File: src/rtl/core/tsm_pkg.sv
// ----------------------------------------------------------------------------
// tsm_pkg
// Shared types and constants of the tolerant sequence matcher.
// ----------------------------------------------------------------------------
package tsm_pkg;

    // Default sizes
    localparam int POOL_DEPTH_DEF    = 1024;
    localparam int PATTERN_DEPTH_DEF = 64;
    localparam int GAP_BITS_DEF      = 16;

    // Fixed field widths
    localparam int TOL_BITS     = 16;
    localparam int IN_GAP_BITS  = 16;
    localparam int TAG_BITS     = 32;
    localparam int REQ_BITS     = 2;
    localparam int CNT_OUT_BITS = 11;
    localparam int POS_OUT_BITS = 10;
    localparam int LEN_OUT_BITS = 7;

    localparam int IN_TDATA_BITS  = 48;
    localparam int OUT_TDATA_BITS = 64;

    localparam logic [TOL_BITS-1:0] TOL_RESET = 16'd10;

    localparam logic STATUS_OK   = 1'b0;
    localparam logic STATUS_FULL = 1'b1;

    typedef enum logic [REQ_BITS-1:0] {
        REQ_LOAD    = 2'd0,
        REQ_APPEND  = 2'd1,
        REQ_CLR_PAT = 2'd2,
        REQ_CLR_ALL = 2'd3
    } req_t;

    typedef struct packed {
        logic                    status;
        logic [CNT_OUT_BITS-1:0] match_count;
        logic [POS_OUT_BITS-1:0] first_position;
        logic [TAG_BITS-1:0]     end_tag;
        logic [LEN_OUT_BITS-1:0] pattern_length;
    } res_t;

endpackage

File: src/rtl/core/tsm_cmp.sv
// ----------------------------------------------------------------------------
// tsm_cmp
// Shared compare unit: absolute gap difference against the tolerance.
// ----------------------------------------------------------------------------
module tsm_cmp #(
    parameter int GAP_BITS = tsm_pkg::GAP_BITS_DEF
) (
    input  logic [GAP_BITS-1:0]          pool_gap,
    input  logic [GAP_BITS-1:0]          pat_gap,
    input  logic [tsm_pkg::TOL_BITS-1:0] tol,
    output logic                         hit
);
    import tsm_pkg::*;

    localparam int DW = (GAP_BITS > TOL_BITS) ? GAP_BITS : TOL_BITS;

    logic [GAP_BITS-1:0] diff;

    always_comb
    begin
        if (pool_gap >= pat_gap)
            diff = pool_gap - pat_gap;
        else
            diff = pat_gap - pool_gap;
        hit = DW'(diff) <= DW'(tol);
    end

endmodule

File: src/rtl/core/tsm_seq.sv
// ----------------------------------------------------------------------------
// tsm_seq
// Request sequencer: pool and pattern bookkeeping and the search walk that
// runs every comparison through the single compare unit.
// ----------------------------------------------------------------------------
module tsm_seq #(
    parameter int POOL_DEPTH    = tsm_pkg::POOL_DEPTH_DEF,
    parameter int PATTERN_DEPTH = tsm_pkg::PATTERN_DEPTH_DEF,
    parameter int GAP_BITS      = tsm_pkg::GAP_BITS_DEF,
    parameter int PAW           = $clog2(POOL_DEPTH),
    parameter int TAW           = (PATTERN_DEPTH > 1) ? $clog2(PATTERN_DEPTH) : 1
) (
    input  logic                            clk,
    input  logic                            rst_n,
    // request side
    input  logic                            req_valid,
    output logic                            req_ready,
    input  logic [tsm_pkg::REQ_BITS-1:0]    req_type,
    input  logic [tsm_pkg::IN_GAP_BITS-1:0] gap_value,
    // tolerance write
    input  logic                            cfg_valid,
    input  logic [tsm_pkg::TOL_BITS-1:0]    cfg_data,
    // pool store
    output logic                            pool_wr_en,
    output logic [PAW-1:0]                  pool_wr_addr,
    output logic [GAP_BITS-1:0]             wr_gap,
    output logic [PAW-1:0]                  pool_rd_addr,
    input  logic [GAP_BITS-1:0]             pool_rd_gap,
    input  logic [tsm_pkg::TAG_BITS-1:0]    pool_rd_tag,
    // pattern store
    output logic                            pat_wr_en,
    output logic [TAW-1:0]                  pat_wr_addr,
    output logic [TAW-1:0]                  pat_rd_addr,
    input  logic [GAP_BITS-1:0]             pat_rd_gap,
    // result
    input  logic                            res_free,
    output logic                            res_valid,
    output tsm_pkg::res_t                   res
);
    import tsm_pkg::*;

    localparam int PCW = $clog2(POOL_DEPTH + 1);
    localparam int TCW = $clog2(PATTERN_DEPTH + 1);
    localparam int CW  = (PCW > TCW) ? PCW : TCW;

    typedef enum logic [1:0] {
        ST_IDLE,
        ST_READ,
        ST_CMP,
        ST_DONE
    } state_t;

    state_t              state_reg, state_next;
    logic [TOL_BITS-1:0] tol_reg, tol_next;
    logic [PCW-1:0]      pool_cnt_reg, pool_cnt_next;
    logic [TCW-1:0]      pat_cnt_reg, pat_cnt_next;
    logic [PAW-1:0]      start_reg, start_next;
    logic [TAW-1:0]      idx_reg, idx_next;
    logic [PCW-1:0]      match_reg, match_next;
    logic [PAW-1:0]      first_reg, first_next;
    logic                found_reg, found_next;
    logic [TAG_BITS-1:0] end_tag_reg, end_tag_next;
    logic                status_reg, status_next;

    logic                hit;
    logic                advance;
    logic                start_last;
    logic                idx_last;
    logic [CW-1:0]       rd_sum;
    req_t                req;

    tsm_cmp #(
        .GAP_BITS (GAP_BITS)
    ) u_cmp (
        .pool_gap (pool_rd_gap),
        .pat_gap  (pat_rd_gap),
        .tol      (tol_reg),
        .hit      (hit)
    );

    assign req        = req_t'(req_type);
    assign req_ready  = (state_reg == ST_IDLE);
    assign wr_gap     = GAP_BITS'(gap_value);
    assign rd_sum     = CW'(start_reg) + CW'(idx_reg);
    assign pool_rd_addr = rd_sum[PAW-1:0];
    assign pat_rd_addr  = idx_reg;
    assign pool_wr_addr = pool_cnt_reg[PAW-1:0];
    assign pat_wr_addr  = pat_cnt_reg[TAW-1:0];
    assign start_last = CW'(start_reg) == (CW'(pool_cnt_reg) - CW'(pat_cnt_reg));
    assign idx_last   = (CW'(idx_reg) + CW'(1)) == CW'(pat_cnt_reg);

    assign res.status         = status_reg;
    assign res.match_count    = CNT_OUT_BITS'(match_reg);
    assign res.first_position = POS_OUT_BITS'(first_reg);
    assign res.end_tag        = end_tag_reg;
    assign res.pattern_length = LEN_OUT_BITS'(pat_cnt_reg);

    always_comb
    begin
        state_next    = state_reg;
        tol_next      = tol_reg;
        pool_cnt_next = pool_cnt_reg;
        pat_cnt_next  = pat_cnt_reg;
        start_next    = start_reg;
        idx_next      = idx_reg;
        match_next    = match_reg;
        first_next    = first_reg;
        found_next    = found_reg;
        end_tag_next  = end_tag_reg;
        status_next   = status_reg;
        pool_wr_en    = 1'b0;
        pat_wr_en     = 1'b0;
        res_valid     = 1'b0;
        advance       = 1'b0;

        if (cfg_valid)
            tol_next = cfg_data;

        case (state_reg)
            ST_IDLE:
            begin
                if (req_valid)
                begin
                    status_next  = STATUS_OK;
                    match_next   = '0;
                    first_next   = '0;
                    found_next   = 1'b0;
                    end_tag_next = '0;
                    start_next   = '0;
                    idx_next     = '0;
                    state_next   = ST_DONE;
                    case (req)
                        REQ_LOAD:
                        begin
                            if (CW'(pool_cnt_reg) >= CW'(POOL_DEPTH))
                                status_next = STATUS_FULL;
                            else
                            begin
                                pool_wr_en    = 1'b1;
                                pool_cnt_next = pool_cnt_reg + PCW'(1);
                            end
                        end
                        REQ_APPEND:
                        begin
                            if (CW'(pat_cnt_reg) >= CW'(PATTERN_DEPTH))
                                status_next = STATUS_FULL;
                            else
                            begin
                                pat_wr_en    = 1'b1;
                                pat_cnt_next = pat_cnt_reg + TCW'(1);
                            end
                            // search only when the pattern fits in the pool
                            if (CW'(pat_cnt_next) <= CW'(pool_cnt_reg))
                                state_next = ST_READ;
                        end
                        REQ_CLR_PAT:
                        begin
                            pat_cnt_next = '0;
                        end
                        REQ_CLR_ALL:
                        begin
                            pat_cnt_next  = '0;
                            pool_cnt_next = '0;
                        end
                        default:
                        begin
                            state_next = ST_DONE;
                        end
                    endcase
                end
            end
            ST_READ:
            begin
                state_next = ST_CMP;
            end
            ST_CMP:
            begin
                advance = 1'b1;
                if (hit)
                begin
                    if (idx_last)
                    begin
                        match_next = match_reg + PCW'(1);
                        if (!found_reg)
                        begin
                            found_next   = 1'b1;
                            first_next   = start_reg;
                            end_tag_next = pool_rd_tag;
                        end
                    end
                    else
                    begin
                        idx_next   = idx_reg + TAW'(1);
                        state_next = ST_READ;
                        advance    = 1'b0;
                    end
                end
                // leave this start, on a miss or a full match, and move to the next one
                if (advance)
                begin
                    if (start_last)
                        state_next = ST_DONE;
                    else
                    begin
                        start_next = start_reg + PAW'(1);
                        idx_next   = '0;
                        state_next = ST_READ;
                    end
                end
            end
            ST_DONE:
            begin
                // hold until the output register can take the result
                if (res_free)
                begin
                    res_valid  = 1'b1;
                    state_next = ST_IDLE;
                end
            end
            default:
            begin
                state_next = ST_IDLE;
            end
        endcase
    end

    always_ff @(posedge clk or negedge rst_n)
    begin
        if (!rst_n)
        begin
            state_reg    <= ST_IDLE;
            tol_reg      <= TOL_RESET;
            pool_cnt_reg <= '0;
            pat_cnt_reg  <= '0;
            start_reg    <= '0;
            idx_reg      <= '0;
            match_reg    <= '0;
            first_reg    <= '0;
            found_reg    <= 1'b0;
            end_tag_reg  <= '0;
            status_reg   <= STATUS_OK;
        end
        else
        begin
            state_reg    <= state_next;
            tol_reg      <= tol_next;
            pool_cnt_reg <= pool_cnt_next;
            pat_cnt_reg  <= pat_cnt_next;
            start_reg    <= start_next;
            idx_reg      <= idx_next;
            match_reg    <= match_next;
            first_reg    <= first_next;
            found_reg    <= found_next;
            end_tag_reg  <= end_tag_next;
            status_reg   <= status_next;
        end
    end

endmodule

File: config.mk
export PLATFORM = sky130hd
export DESIGN_NAME = tsm_seq
export DESIGN_NICKNAME = d
export VERILOG_FILES = /design/src/rtl/core/tsm_pkg.sv /design/src/rtl/core/tsm_cmp.sv /design/src/rtl/core/tsm_seq.sv
export SDC_FILE = /design/constraint.sdc
export NUM_CORES = 1
export LEC_CHECK = 0
export ABC_AREA = 0
export BUFFER_PORTS_ARGS = -buffer_cell sky130_fd_sc_hd__buf_4
export CAP_MARGIN = 20
export CORE_MARGIN = 2
export CORE_UTILIZATION = 35
export CTS_BUF_LIST = sky130_fd_sc_hd__clkbuf_16
export DETAILED_ROUTE_END_ITERATION = 16
export PLACE_DENSITY_LB_ADDON = 0.2
export SLEW_MARGIN = 25
export SYNTH_ARGS = -nofsm -noshare
export SYNTH_HDL_FRONTEND = slang
export SYNTH_HIERARCHICAL = 1
export SYNTH_SLANG_ARGS = --single-unit
File: constraint.sdc
create_clock -name clk -period 3.4 [get_ports clk]
set_input_delay 1.02 -clock clk [delete_from_list [all_inputs] [get_ports clk]]
set_output_delay 1.02 -clock clk [all_outputs]
set_load 0.01 [all_outputs]
==> reports/qor.yml <==
yosys_warnings: 6
hold_buffers: 0
root_buffer: "clkbuf_16"
violations: "negative setup slack"
gr-usage-all-layers_pct: 20.2
final-max-slew-violation-count: 0
synthCells: 1002
fmax_ghz: 0.201
fin_cells: 1607
hold_viol: 0
synth_top_cell_by_area: "dfrtp_1"
synth.most_common_cell: "inv_1"
worst_setup_path_start_kind: "input port"
cts_made_buffers: 9
rows: 57
synth-edff-count: 0
min_path_type: "reg2reg"
clock_sinks: 107
port_buffers: 183
routed_wl_um: 26400
remaining_drc_errors: 0
ys_top_cells_by_count: "inv_1 (119), dfrtp_1 (105), ha_1 (74), nand3_1 (74), o21ai_1 (50)"
tightest_slew_ns: 0.780
status: "complete, but fails checks"
leakagePower_nw: 5.98
dieArea_um2: 25900
final_util_pct: 50.9
synth_nets: 1183
antenna_found_initial: 0
clkSlewWorstSetupHoldPaths_ns: 0.08
die_w_um: 161
synth.yosys.seq_area_share_pct: 31.1
drt-pass1-iter-count: 5
grt-ovfl-total: 0
vdd_ir_drop_max_v: 0.000327
avgRoutedWirePerCell_um: 16.4
rsz0062_at_grt: "yes"
nets: 1459
finalWorstSetupSlack_ns: -1.57
crit_path_max_fanout: 6
syn_area_um2: 8610
syn_avg_cell_area_um2: 8.59
clock_path_buffers: 2
coreArea_um2: 24200
vias: 8183
period_share_pct: 146
end_kind: "flip-flop"
fin_skew_ns: 0.0135
synth_area_leaders: "dfrtp_1 (31%), ha_1 (11%), inv_1 (5.2%), nand3_1 (4.3%), xnor2_1 (3.8%)"
die_y_um: 161
p_per_area_nw_per_um2: 573
setup_violations: 71
insertion_delay_ns: 0.36
maxSlewHeadroom_pct: 48.0
cap_violations: 0
htreeDepth: 3
ys_ff_latch: 107
syn_to_final_growth_pct: 43.5
cts_tree: "done"
grt_max_degree: 49
grt_pass1_vias: 8219
final_antenna_net_count: 0
synth_ff_type: "dfrtp_1"
drt_iter0_markers: 376
diodes: 0
synth_cell_type_count: 79
cp.arrival_ns: 5.22
critPathKind: "in2reg"
dp_hpwl_um: 20100
critPathRequiredTime_ns: 3.65
dp_slack_ns: -2.06
grt_pass1_wl_um: 42200
min_period_ns: 4.97
gp_congestion: 0.929
place_inst: 1564
initial_core_util_pct: 35.5
drive_above_1_share_pct: 40.5
largest_reg_flops: 32
synth.top_cell.area_share_pct: 30.5
viasPerCell: 5.09
synthArstFlopShare_pct: 100
ioPinCount: 216
[where the power goes]
| group | total (mW) | leakage, nW | switching, mW | internal (mW) |
|---|---|---|---|---|
| Sequential | 1.84 | 1.42 | 0.255 | 1.59 |
| Clock | 1.11 | 0.150 | 0.528 | 0.585 |
| Combinational | 4.13 | 4.41 | 2.12 | 2.00 |
| Total | 7.08 | 5.98 | 2.91 | 4.18 |
[cell type report]
class | instances | area [µm²]
Clock buffer | 9 | 225
Sequential cell | 107 | 2680
Timing Repair Buffer | 351 | 2910
Multi-Input combinational cell | 690 | 5580
Fill cell | 2340 | 11900
Tap cell | 324 | 405
Inverter | 119 | 459
Clock inverter | 7 | 87.6
[critical path, stage by stage]
cell and delay [ns]:
buf_12 0.11, inv_12 0.04, ha_4 0.11, inv_2 0.04, fa_2 0.41, nand3_4 0.12
a311oi_4 0.10, a211o_4 0.35, a2111o_1 0.39, o311ai_2 0.09, o211ai_1 0.14, xor2_1 0.19
ha_1 0.32, a21o_1 0.17, a21o_1 0.15, a21oi_1 0.12, o21ai_1 0.09, o22ai_2 0.24
nand2_2 0.12, buf_4 0.15, or2_4 0.27, bufbuf_16 0.28, a31o_1 0.20
[placed cells by master, fill, tap and decap left out, types with 5 or more instances in the layout]
| cell type | synthesis | routed |
|---|---|---|
| dfrtp_1 | 105 | 105 |
| xor2_1 | 20 | 20 |
| a31o_1 | 6 | 6 |
| a21oi_2 | 4 | 14 |
| nand2b_1 | 7 | 7 |
| buf_4 | 39 | 319 |
| ha_4 | 0 | 6 |
| and3_1 | 14 | 14 |
| nand2_1 | 49 | 48 |
| nand4_1 | 19 | 19 |
| a31oi_1 | 10 | 9 |
| a21oi_1 | 46 | 36 |
| o211ai_1 | 6 | 6 |
| or3_1 | 6 | 6 |
| nor2_1 | 43 | 39 |
| mux2_2 | 18 | 18 |
| ha_1 | 74 | 65 |
| buf_6 | 4 | 17 |
| nor3_1 | 13 | 8 |
| nand3_1 | 74 | 30 |
| o21ai_0 | 21 | 12 |
| xnor2_1 | 37 | 35 |
| o31ai_1 | 8 | 5 |
| o21ai_2 | 2 | 8 |
| a21o_1 | 28 | 28 |
| mux2i_1 | 14 | 12 |
| o21a_1 | 9 | 9 |
| clkbuf_16 | 0 | 11 |
| inv_1 | 119 | 116 |
| o21ai_1 | 50 | 52 |
| nand3_2 | 0 | 43 |
| and4_1 | 7 | 6 |
| nor2b_1 | 13 | 12 |
| buf_12 | 0 | 12 |
[worst paths after layout]
kind                                             from                     endpoint  slack, ns  cells after the start
setup / recovery                       pool_rd_gap[0]     match_reg[9]$_DFFE_PN0P_      -1.57                     23
hold / removal                 tol_reg[7]$_DFFE_PN0P_       tol_reg[7]$_DFFE_PN0P_       0.51                      1
setup reg to reg           pat_cnt_reg[5]$_DFFE_PN0P_   pat_rd_addr[3]$_DFFE_PN0P_       0.02                      9
hold reg to reg                tol_reg[7]$_DFFE_PN0P_       tol_reg[7]$_DFFE_PN0P_       0.51                      1
max in group asynchronous                       rst_n  end_tag_reg[18]$_DFFE_PN0P_       1.98                      2
min in group asynchronous                       rst_n   end_tag_reg[3]$_DFFE_PN0P_       0.64                      1
[kinds of logic after synthesis]
family | after synthesis | synth area share, %
XOR/XNOR | 57 | 5.80
buffers and inverters | 205 | 11.1
AND/OR/NAND/NOR | 277 | 16.9
AO/OA/AOI/OAI | 244 | 19.1
adder cells (fa/ha/maj) | 78 | 11.7
flip-flops | 107 | 31.1
multiplexers | 34 | 4.24
[metal layers]
| metal | vias to the layer above | routed length [µm] | GRT usage [%] |
|---|---|---|---|
| li1 | 4018 | - | - |
| met1 | 3903 | 11400 | 25.9 |
| met2 | 208 | 13200 | 34.9 |
| met3 | 54 | 941 | 2.32 |
| met4 | 0 | 775 | 8.08 |
| met5 | - | 0 | 0 |
[metrics by stage]
step | TNS (ns) | cell area (µm²) | power (mW) | hold WS, ns
after CTS | -104.30 | 12100 | 7.03 | 0.513
after global placement | -134.65 | 11300 | 5.59 | 0.489
after detailed placement | -137.91 | 11300 | 5.63 | 0.489
final | -106.02 | 12400 | 7.08 | 0.507
after global routing | -116.43 | 12400 | 7.59 | 0.519
after floorplan | -96.29 | 8950 | 4.15 | 0.450
[timing repair]
item / CTS / global route
pin swaps: 26 / 38
resized for setup: 56 / 45
setup buffers: 16 / 7
gates cloned: 4 / 2
setup endpoints to repair: 73 / 75
(Power assumes the default switching activity.)
