==> config.mk <==
export PLATFORM = sky130hd
export DESIGN_NAME = tsm_pat_mem
export DESIGN_NICKNAME = d
export VERILOG_FILES = /design/src/rtl/core/tsm_pkg.sv /design/src/rtl/core/tsm_pat_mem.sv
export SDC_FILE = /design/constraint.sdc
export NUM_CORES = 1
export LEC_CHECK = 0
export BUFFER_PORTS_ARGS = -buffer_cell sky130_fd_sc_hd__buf_2
export CAP_MARGIN = 20
export CORE_ASPECT_RATIO = 0.6
export CORE_MARGIN = 2
export CORE_UTILIZATION = 46
export DETAILED_ROUTE_END_ITERATION = 7
export PLACE_DENSITY = 0.7
export SETUP_SLACK_MARGIN = 0.1
export SYNTH_ARGS = -nofsm -noshare
export SYNTH_HDL_FRONTEND = slang
export SYNTH_SLANG_ARGS = --single-unit
export TNS_END_PERCENT = 5
==> constraint.sdc <==
create_clock -name clk -period 2.63 [get_ports clk]
set_input_delay 0.3945 -clock clk [delete_from_list [all_inputs] [get_ports clk]]
set_output_delay 0.3945 -clock clk [all_outputs]
set_load 0.1 [all_outputs]
==> src/rtl/core/tsm_pkg.sv <==
// ----------------------------------------------------------------------------
// tsm_pkg
// Shared types and constants of the tolerant sequence matcher.
// ----------------------------------------------------------------------------
package tsm_pkg;

    // Default sizes
    localparam int POOL_DEPTH_DEF    = 1024;
    localparam int PATTERN_DEPTH_DEF = 64;
    localparam int GAP_BITS_DEF      = 16;

    // Fixed field widths
    localparam int TOL_BITS     = 16;
    localparam int IN_GAP_BITS  = 16;
    localparam int TAG_BITS     = 32;
    localparam int REQ_BITS     = 2;
    localparam int CNT_OUT_BITS = 11;
    localparam int POS_OUT_BITS = 10;
    localparam int LEN_OUT_BITS = 7;

    localparam int IN_TDATA_BITS  = 48;
    localparam int OUT_TDATA_BITS = 64;

    localparam logic [TOL_BITS-1:0] TOL_RESET = 16'd10;

    localparam logic STATUS_OK   = 1'b0;
    localparam logic STATUS_FULL = 1'b1;

    typedef enum logic [REQ_BITS-1:0] {
        REQ_LOAD    = 2'd0,
        REQ_APPEND  = 2'd1,
        REQ_CLR_PAT = 2'd2,
        REQ_CLR_ALL = 2'd3
    } req_t;

    typedef struct packed {
        logic                    status;
        logic [CNT_OUT_BITS-1:0] match_count;
        logic [POS_OUT_BITS-1:0] first_position;
        logic [TAG_BITS-1:0]     end_tag;
        logic [LEN_OUT_BITS-1:0] pattern_length;
    } res_t;

endpackage

==> src/rtl/core/tsm_pat_mem.sv <==
// ----------------------------------------------------------------------------
// tsm_pat_mem
// Pattern store: one gap per element, one write port, one registered read.
// ----------------------------------------------------------------------------
module tsm_pat_mem #(
    parameter int PATTERN_DEPTH = tsm_pkg::PATTERN_DEPTH_DEF,
    parameter int GAP_BITS      = tsm_pkg::GAP_BITS_DEF,
    parameter int TAW           = (PATTERN_DEPTH > 1) ? $clog2(PATTERN_DEPTH) : 1
) (
    input  logic                clk,
    input  logic                wr_en,
    input  logic [TAW-1:0]      wr_addr,
    input  logic [GAP_BITS-1:0] wr_gap,
    input  logic [TAW-1:0]      rd_addr,
    output logic [GAP_BITS-1:0] rd_gap
);
    import tsm_pkg::*;

    logic [GAP_BITS-1:0] gap_mem [PATTERN_DEPTH];

    always_ff @(posedge clk)
    begin
        if (wr_en)
        begin
            gap_mem[wr_addr] <= wr_gap;
        end
    end

    always_ff @(posedge clk)
    begin
        rd_gap <= gap_mem[rd_addr];
    end

endmodule

==> key figures, run 1 <==
Timing
  • Slew headroom: 37.2%
  • Min cycle time layout: 2.30 ns
  • Final hold violations: 0
  • Fin crit share: 87.6%
  • Setup violations, final: 0
  • Final Max Tran Viols: 0
  • Clock Skew: 0.0284 ns
  • Actual slew at the worst max-slew pin: 0.939 ns
  • RSZ-0062 raised after global routing: false
  • Worst hold slack: 0.153 ns
  • Max Fclk: 434 MHz

Floorplanning
  • Core area: 85900 µm²
  • Num ports: 46
  • Initial core utilization: 46.6%
  • DIE AREA: 89500 µm²
  • Die Span Y: 233 µm
  • Row count: 83
  • Chip Width: 385 µm

Layout
  • Nets: 2107
  • P&R area growth vs syn: 14.1%
  • Post-route cell area: 45700 µm²
  • Final core utilization: 53.2%
  • Fraction of layout cells with a size suffix above 1: 29.8%
  • Finished Layout Cells: 3291

Synthesis
  • Top cell type's share of synthesized area: 76.8%
  • Post-Synth Simple-Gate Area: 2.65%
  • Synthesized area per cell: 21.9 µm²
  • Number of warnings issued by yosys: 0
  • Mux contribution to synthesized area: 15.5%
  • Post-Synth XOR/XNOR Area: 0%
  • Netlist cell types: 43
  • Synth Cell Area: 40000 µm²
  • Syn Nets: 1859
  • Gate Count Post-Synth: 1829
  • Number of synthesized flops with an enable pin: 1024
  • Main combinational cell family by area after synthesis: multiplexers
  • Most frequent cell after synthesis: edfxtp_1
  • Post-synth top flop: edfxtp_1
  • FF+latch count, synth: 1040
  • Post-synth top area cell: edfxtp_1
  • Synth async-reset ratio: 0%
  • Commonest cells post-synth: edfxtp_1, mux4_2, mux2i_1
  • Sequential area share after synthesis: 77.6%
  • Compound-gate portion of the synthesized area: 2.41%
  • Largest cells by area after synthesis: edfxtp_1, mux4_2, mux2i_1, dfxtp_1, mux2_2
  • Synth Area in Adders: 0%

Setup path
  • CP bufs+invs: 1
  • Crit-path slowest cell: a221oi_1
  • Critical Path Fanout Max: 1
  • Worst Setup Path Type: flop to flop
  • Max stage delay on crit path: 0.68 ns
  • Startpoint Class: flop
  • Delay-heaviest family, CP: multiplexers
  • Crit path DAT: 2.82 ns
  • Worst-path cell chain: mux4_2 -> mux2_2 -> a221oi_1 -> buf_4 -> a311oi_1
  • Req. time, crit path: 3.15 ns
  • CP Capture Type: flop

Global routing
  • GRT Total Usage: 22.5%
  • Initial antenna violation count: 9
  • Largest net degree at the start of global routing: 65
  • Vias in the first global route: 19631
  • Gr ovfl total: 0
  • Global-route wire length before repair: 142 mm

CTS
  • H-tree Lvls: 3
  • CTS Hold Buffers Added: 0
  • Post-CTS sizing: 0
  • TritonCTS buffer count: 86
  • CTS tree: done
  • Clock Sinks: 1040
  • Clk root buf: clkbuf_16
  • Longest Clk Path Bufs: 3
  • Worst-Skew Late Latency: 0.67 ns
  • Clock transition at the registers of the reported paths: 0.07 ns
  • Setup bufs post-CTS: 0

Power
  • Power Total: 33.2 mW
  • Sw frac: 21.8%
  • Power Dens Cells: 727 nW/µm²
  • Internal power: 26.0 mW
  • Net Switching: 7.25 mW
  • Proportion of power drawn by the clock network: 38.1%
  • Share of total power in sequential cells: 55.4%
  • Peak VDD IR: 0.500 mV
  • Comb pwr share: 6.5%
  • Leak: 14.6 nW

Place
  • Placed Cells: 3136
  • PortBufs: 45
  • Dpl cell area: 43000 µm²
  • RD Place Congestion: 0.944
  • Placed wire-length estimate: 64.1 mm

Route
  • Via count: 20028
  • Via-to-Cell Ratio: 6.09
  • Post-route ant nets: 0
  • DRC: 0
  • Initial drt markers: 3057
  • DR pass1 iterations: 5
  • Wire length per cell: 30.2 µm
  • Routed WL: 99.3 mm

Run
  • Max_cap viols: 0

Status
  • Outcome: finished, final reports clean

Worst hold path
  • Tightest Hold Check Type: input pin to flop
-- kinds of logic after synthesis --
kind of cell | Yosys count
AOI/OAI and AO/OA | 129
buffers and inverters | 104
DFF | 1040
muxes | 336
and+or+nand+nor | 220
-- worst paths after layout --
check | end | slack, ns | from | cells past startpoint
min | gap_mem[4][10] | 0.15 | wr_gap[10] | 1
max reg2reg | rd_gap[3] | 0.33 | gap_mem[61][3] | 5
max | rd_gap[3] | 0.33 | gap_mem[61][3] | 5
min reg2reg | rd_gap[4] | 0.92 | gap_mem[48][4] | 3
-- area by class of cell --
type | count | area (µm²)
multi-input combinational | 685 | 8250
sequential | 1040 | 31100
antenna | 3 | 7.51
clock inverter | 47 | 407
tap | 1147 | 1440
fill | 6451 | 40200
timing repair buffer | 264 | 2210
clock buffer | 105 | 2300
-- state kept, by name (all words and copies together), names as in the netlist --
register  cells
rd_gap       16
gap_mem    1024
-- power by group through the flow --
stage          registers [mW]  logic [mW]  clock network [mW]
3_3_place_gp             18.8        2.10                   0
2_1_floorplan            19.0       0.950                   0
6_report                 18.4        2.17                12.6
3_5_place_dp             18.8        2.14                   0
4_1_cts                  18.4        2.15                12.8
5_1_grt                  18.4        2.27                13.5
-- per-stage QoR --
step	setup WS [ns]	setup TNS, ns
after CTS	0.370	0
after global placement	-0.127	-0.375
final	0.326	0
after floorplan	0.201	0
after detailed placement	-0.196	-0.457
after global routing	0.310	0
-- layer usage --
layer	up-vias	routed length (µm)	GRT usage [%]
met2	1152	40700	29.6
met3	119	14000	8.58
met1	10579	42800	35.3
met4	4	1770	4.94
met5	-	21	0
li1	8174	-	-
-- placed cells by master (no fill, tap or decap), drive strengths merged, types with 5 or more instances in the layout --
cell         n
mux2i       85
nand2       60
nor2        74
dfxtp       16
mux4       224
mux2        27
a41oi        5
clkinv      35
a221oi      16
a311oi       8
clkbuf     105
a22oi       39
a211o        8
and4         5
bufinv       7
o21ai        8
nor2b       30
a21oi       17
a211oi       8
nand4       12
a31oi        8
a22o         6
nand3       24
buf        264
clkinvlp     5
a221o        6
edfxtp    1024
Note: power is estimated with default switching activity, not from simulation.
==> inputs of run 2 (changes only) <==
--- a/config.mk
+++ b/config.mk
@@ -11,7 +11,7 @@
 export CORE_MARGIN = 2
 export CORE_UTILIZATION = 46
 export DETAILED_ROUTE_END_ITERATION = 7
-export PLACE_DENSITY = 0.7
+export PLACE_DENSITY_LB_ADDON = 0.12
 export SETUP_SLACK_MARGIN = 0.1
 export SYNTH_ARGS = -nofsm -noshare
 export SYNTH_HDL_FRONTEND = slang
==> key figures, run 2 (same netlist as run 1, synthesis figures left out) <==
Setup path
  • Register-to-register setup slack: 0.61 ns
  • Delay-heaviest family, CP: flip-flops
  • Worst R2R Start: gap_mem[15][12]
  • Startpoint Class: flop
  • WP depth: 1
  • R2R cell count: 5
  • Req. time, crit path: 2.24 ns
  • CP bufs+invs: 1
  • Crit path DAT: 1.76 ns
  • Crit-path slowest cell: dfxtp_1
  • Critical Path Fanout Max: 1
  • Worst Setup Path Type: flop to primary output
  • CP Capture Type: primary output
  • Worst-path cell chain: buf_2
  • Reg-to-reg endpoint: rd_gap[12]
  • Max stage delay on crit path: 0.57 ns

Layout
  • Most frequent cells in the layout: edfxtp_1, mux4_2, buf_4
  • P&R area growth vs syn: 16.2%
  • Most common cell after layout, fill and taps aside: edfxtp_1
  • Finished Layout Cells: 3337
  • Max reg flops: 1024
  • Nets: 2141
  • Post-route cell area: 46500 µm²
  • Largest registers: gap_mem (1024), rd_gap (16)
  • Biggest register: gap_mem
  • Fraction of layout cells with a size suffix above 1: 31.1%
  • Final core utilization: 54.2%

Power
  • Peak VDD IR: 0.526 mV
  • Leak: 15.0 nW
  • Power Total: 34.9 mW
  • Power Dens Cells: 750 nW/µm²

Route
  • DR pass1 iterations: 7
  • DR WL met3: 14.5 mm
  • Post-route ant nets: 0
  • Via count: 19880
  • Routed WL: 108 mm
  • DRC: 0
  • Via-to-Cell Ratio: 5.96
  • Initial drt markers: 2489
  • Metal-1 WL: 47.7 mm
  • Routed met2 length: 44.0 mm
  • Wire length per cell: 32.3 µm
  • Top routing layer in use: met5

Floorplanning
  • Core area: 85900 µm²
  • Die Span Y: 233 µm
  • DIE AREA: 89500 µm²
  • Chip Width: 385 µm
  • Num ports: 46
  • Row count: 83
  • Initial core utilization: 46.6%

Global routing
  • Gr ovfl total: 0
  • GRT Total Usage: 24.5%
  • Largest net degree at the start of global routing: 65
  • Initial antenna violation count: 11
  • Global-route wire length before repair: 151 mm
  • Vias in the first global route: 19727

Place
  • Placed wire-length estimate: 69.6 mm
  • RD Place Congestion: 0.857
  • Dpl cell area: 43300 µm²
  • Placed Cells: 3160
  • Pre-CTS setup slack: 0.0329 ns
  • PortBufs: 45

Timing
  • Setup violations, final: 0
  • Slew headroom: 27.1%
  • Max Fclk: 463 MHz
  • Worst hold slack: 0.218 ns
  • Fin crit share: 82.1%
  • Clock Skew: 0.0191 ns
  • Setup WS post-layout: 0.472 ns
  • Final Max Tran Viols: 0
  • Final hold violations: 0
  • Actual slew at the worst max-slew pin: 1.09 ns
  • Min cycle time layout: 2.16 ns
  • RSZ-0062 raised after global routing: false
  • Setup TNS: 0 ns

Worst hold path
  • Worst Hold Path EP: rd_gap[3]
  • Hold Path Depth: 3
  • Tightest Hold Check Type: input pin to flop
  • Hold path startpoint: rd_addr[4]

CTS
  • Clk root buf: clkbuf_16
  • TritonCTS buffer count: 95
  • Worst-Skew Late Latency: 0.68 ns
  • H-tree Lvls: 3
  • Clock Sinks: 1040
  • Longest Clk Path Bufs: 3
  • CTS tree: done
  • Setup bufs post-CTS: 0
  • CTS Hold Buffers Added: 0
  • Post-CTS sizing: 0
  • Clock transition at the registers of the reported paths: 0.07 ns

Status
  • Outcome: finished, final reports clean

Run
  • Max_cap viols: 0
-- run 2: cell count changes in the layout (fill, tap and decap cells not counted), moves of 3 or more --
cell,delta
clkbuf_8,+3
clkbuf_1,+7
clkinv_1,-3
clkbuf_16,+10
buf_12,+15
bufinv_16,+5
buf_4,+9
-- run 2: area by class of cell --
type	instances	area (µm²)
clock buffer	125	2620
multi-input combinational	685	8250
sequential	1040	31100
antenna	2	5.00
tap	1147	1440
timing repair buffer	289	2590
clock inverter	49	558
fill	6583	39400
-- run 2: how the worst max path moves through the flow --
stage | startpoint | to | slack (ns)
2_1_floorplan | wr_addr[3] | gap_mem[48][0] | 0.20
3_3_place_gp | rd_addr[0] | rd_gap[4] | 0.06
3_5_place_dp | rd_addr[0] | rd_gap[2] | 0.03
4_1_cts | rd_gap[7] | rd_gap[7] | 0.45
5_1_grt | rd_gap[7] | rd_gap[7] | 0.46
6_report | rd_gap[7] | rd_gap[7] | 0.47
-- run 2: power by group --
part	switching, mW	internal, mW	leakage [nW]
combinational	1.48	0.786	4.15
clock	6.01	8.17	1.54
sequential	0.0984	18.3	9.35
total	7.59	27.3	15.0
-- run 2: metal layers --
metal / vias to the layer above / global-route usage (%)
met5: - / 0
met1: 10590 / 37.2
met4: 6 / 4.26
met2: 904 / 32.5
met3: 116 / 11.2
li1: 8264 / -
==> inputs of run 3 (changes only) <==
==> constraint.sdc (replaced) <==
create_clock -name clk -period 1.9 [get_ports clk]
set_input_delay 0.285 -clock clk [delete_from_list [all_inputs] [get_ports clk]]
set_output_delay 0.285 -clock clk [all_outputs]
set_load 0.1 [all_outputs]
==> key figures, run 3 (same netlist as run 1, synthesis figures left out) <==
Worst hold path
  • Tightest Hold Check Type: input pin to flop

Power
  • Leak: 15.5 nW
  • Peak VDD IR: 0.877 mV
  • Power Dens Cells: 990 nW/µm²

Route
  • Post-route ant nets: 0
  • Top routing layer in use: met5
  • Via count: 20219
  • DRC: 0
  • Via-to-Cell Ratio: 5.95
  • Metal-1 WL: 48.6 mm
  • Initial drt markers: 2356
  • Routed met2 length: 43.5 mm
  • Routed WL: 104 mm
  • Wire length per cell: 30.8 µm
  • DR pass1 iterations: 5
  • DR WL met3: 10.6 mm

CTS
  • TritonCTS buffer count: 92
  • H-tree Lvls: 3
  • Clock transition at the registers of the reported paths: 0.07 ns
  • Clock Sinks: 1040
  • Worst-Skew Late Latency: 0.70 ns
  • Longest Clk Path Bufs: 3
  • CTS Hold Buffers Added: 0
  • CTS tree: done
  • Clk root buf: clkbuf_16

Timing
  • RSZ-0062 raised after global routing: true
  • Fin crit share: 99.3%
  • Clock Skew: 0.0334 ns
  • Final hold violations: 0
  • Setup violations, final: 0
  • Slew headroom: 38.2%
  • Final Max Tran Viols: 0
  • Max Fclk: 530 MHz
  • Actual slew at the worst max-slew pin: 0.924 ns
  • Min cycle time layout: 1.89 ns

Floorplanning
  • Row count: 83
  • Num ports: 46
  • Core area: 85900 µm²
  • Chip Width: 385 µm
  • Die Span Y: 233 µm
  • DIE AREA: 89500 µm²
  • Initial core utilization: 46.6%

Run
  • Max_cap viols: 0

Layout
  • Fraction of layout cells with a size suffix above 1: 36.3%
  • Most frequent cells in the layout: edfxtp_1, mux4_2, buf_4
  • Nets: 2202
  • Largest registers: gap_mem (1024), rd_gap (16)
  • P&R area growth vs syn: 19.8%
  • Final core utilization: 55.9%
  • Post-route cell area: 48000 µm²
  • Most common cell after layout, fill and taps aside: edfxtp_1
  • Max reg flops: 1024
  • Biggest register: gap_mem

Setup path
  • CP bufs+invs: 2
  • CP Capture Type: flop
  • Critical Path Fanout Max: 1
  • Worst-path cell chain: mux4_2 -> mux2i_1 -> buf_4 -> a22oi_1 -> a31oi_1 -> buf_4 -> a311oi_1
  • Startpoint Class: flop
  • Max stage delay on crit path: 0.49 ns
  • Critical path's most frequent cell: buf_4
  • Req. time, crit path: 2.46 ns
  • Crit path DAT: 2.45 ns
  • Worst Setup Path Type: flop to flop
  • Crit-path slowest cell: mux4_2
  • Delay-heaviest family, CP: multiplexers

Place
  • RD Place Congestion: 0.815
  • Dpl cell area: 44700 µm²
  • Placed wire-length estimate: 65.4 mm
  • PortBufs: 45

Status
  • Outcome: finished, final reports clean

Global routing
  • Largest net degree at the start of global routing: 65
  • Initial antenna violation count: 5
  • Vias in the first global route: 19978
  • Gr ovfl total: 0
  • GRT Total Usage: 23.9%
  • Global-route wire length before repair: 149 mm
[run 3: cell count changes in the layout (fill, tap and decap cells not counted), moves of 7 or more]
cell       previous run  this run
a221oi_1             16         9
a22oi_1              39        32
a22oi_2               0         7
buf_12               40        95
buf_2                42        29
buf_4               203       214
buf_6                 2        13
clkbuf_16            99        92
nor2_1               72        28
nor2_2                2        38
nor2_4                0         8
[run 3: report_power, final]
part	switching (mW)	internal, mW	total [mW]	leakage, nW
clock network	8.36	10.2	18.6	1.44
logic	2.11	1.30	3.41	4.73
registers	0.0824	25.4	25.5	9.35
[run 3: per-stage QoR]
stage | hold WS [ns] | TNS [ns] | cells | power [mW] | setup WS (ns)
global placement | 0.759 | -10.07 | 3225 | 29.2 | -0.881
finish | 0.0801 | 0 | 3396 | 47.5 | 0.0126
CTS | 0.0276 | -0.00211 | 3395 | 47.8 | -0.00211
floorplan | 0.384 | -52.27 | 1829 | 27.6 | -0.133
detailed placement | 0.775 | -10.01 | 3225 | 29.2 | -0.859
global route | 0.0581 | -0.260 | 3395 | 48.9 | -0.0535
[run 3: layout make-up]
type / count / area, µm²
Tap cell: 1147 / 1440
Antenna cell: 1 / 2.50
Timing Repair Buffer: 353 / 3830
Fill cell: 6400 / 37900
Multi-Input combinational cell: 685 / 8690
Clock buffer: 114 / 2390
Clock inverter: 56 / 559
Sequential cell: 1040 / 31100
[run 3: final timing paths]
check,slack [ns],from,to,cells past startpoint
setup reg to reg,0.01,gap_mem[7][4],rd_gap[4],7
hold reg to reg,0.87,gap_mem[26][5],rd_gap[5],4
hold / removal,0.08,wr_gap[13],gap_mem[14][13],1
setup / recovery,0.01,gap_mem[7][4],rd_gap[4],7
[run 3: routing by layer]
metal | global-route usage, % | up-vias
met5 | 0 | -
met4 | 5.52 | 2
met3 | 7.62 | 113
met2 | 32.2 | 846
met1 | 37.6 | 10877
li1 | - | 8381
[run 3: repair_timing]
action | CTS | global route
gates resized for setup | 56 | 27
endpoints found under the setup margin | 29 | 16
buffers inserted | 0 | 0
pin swaps | 20 | 11
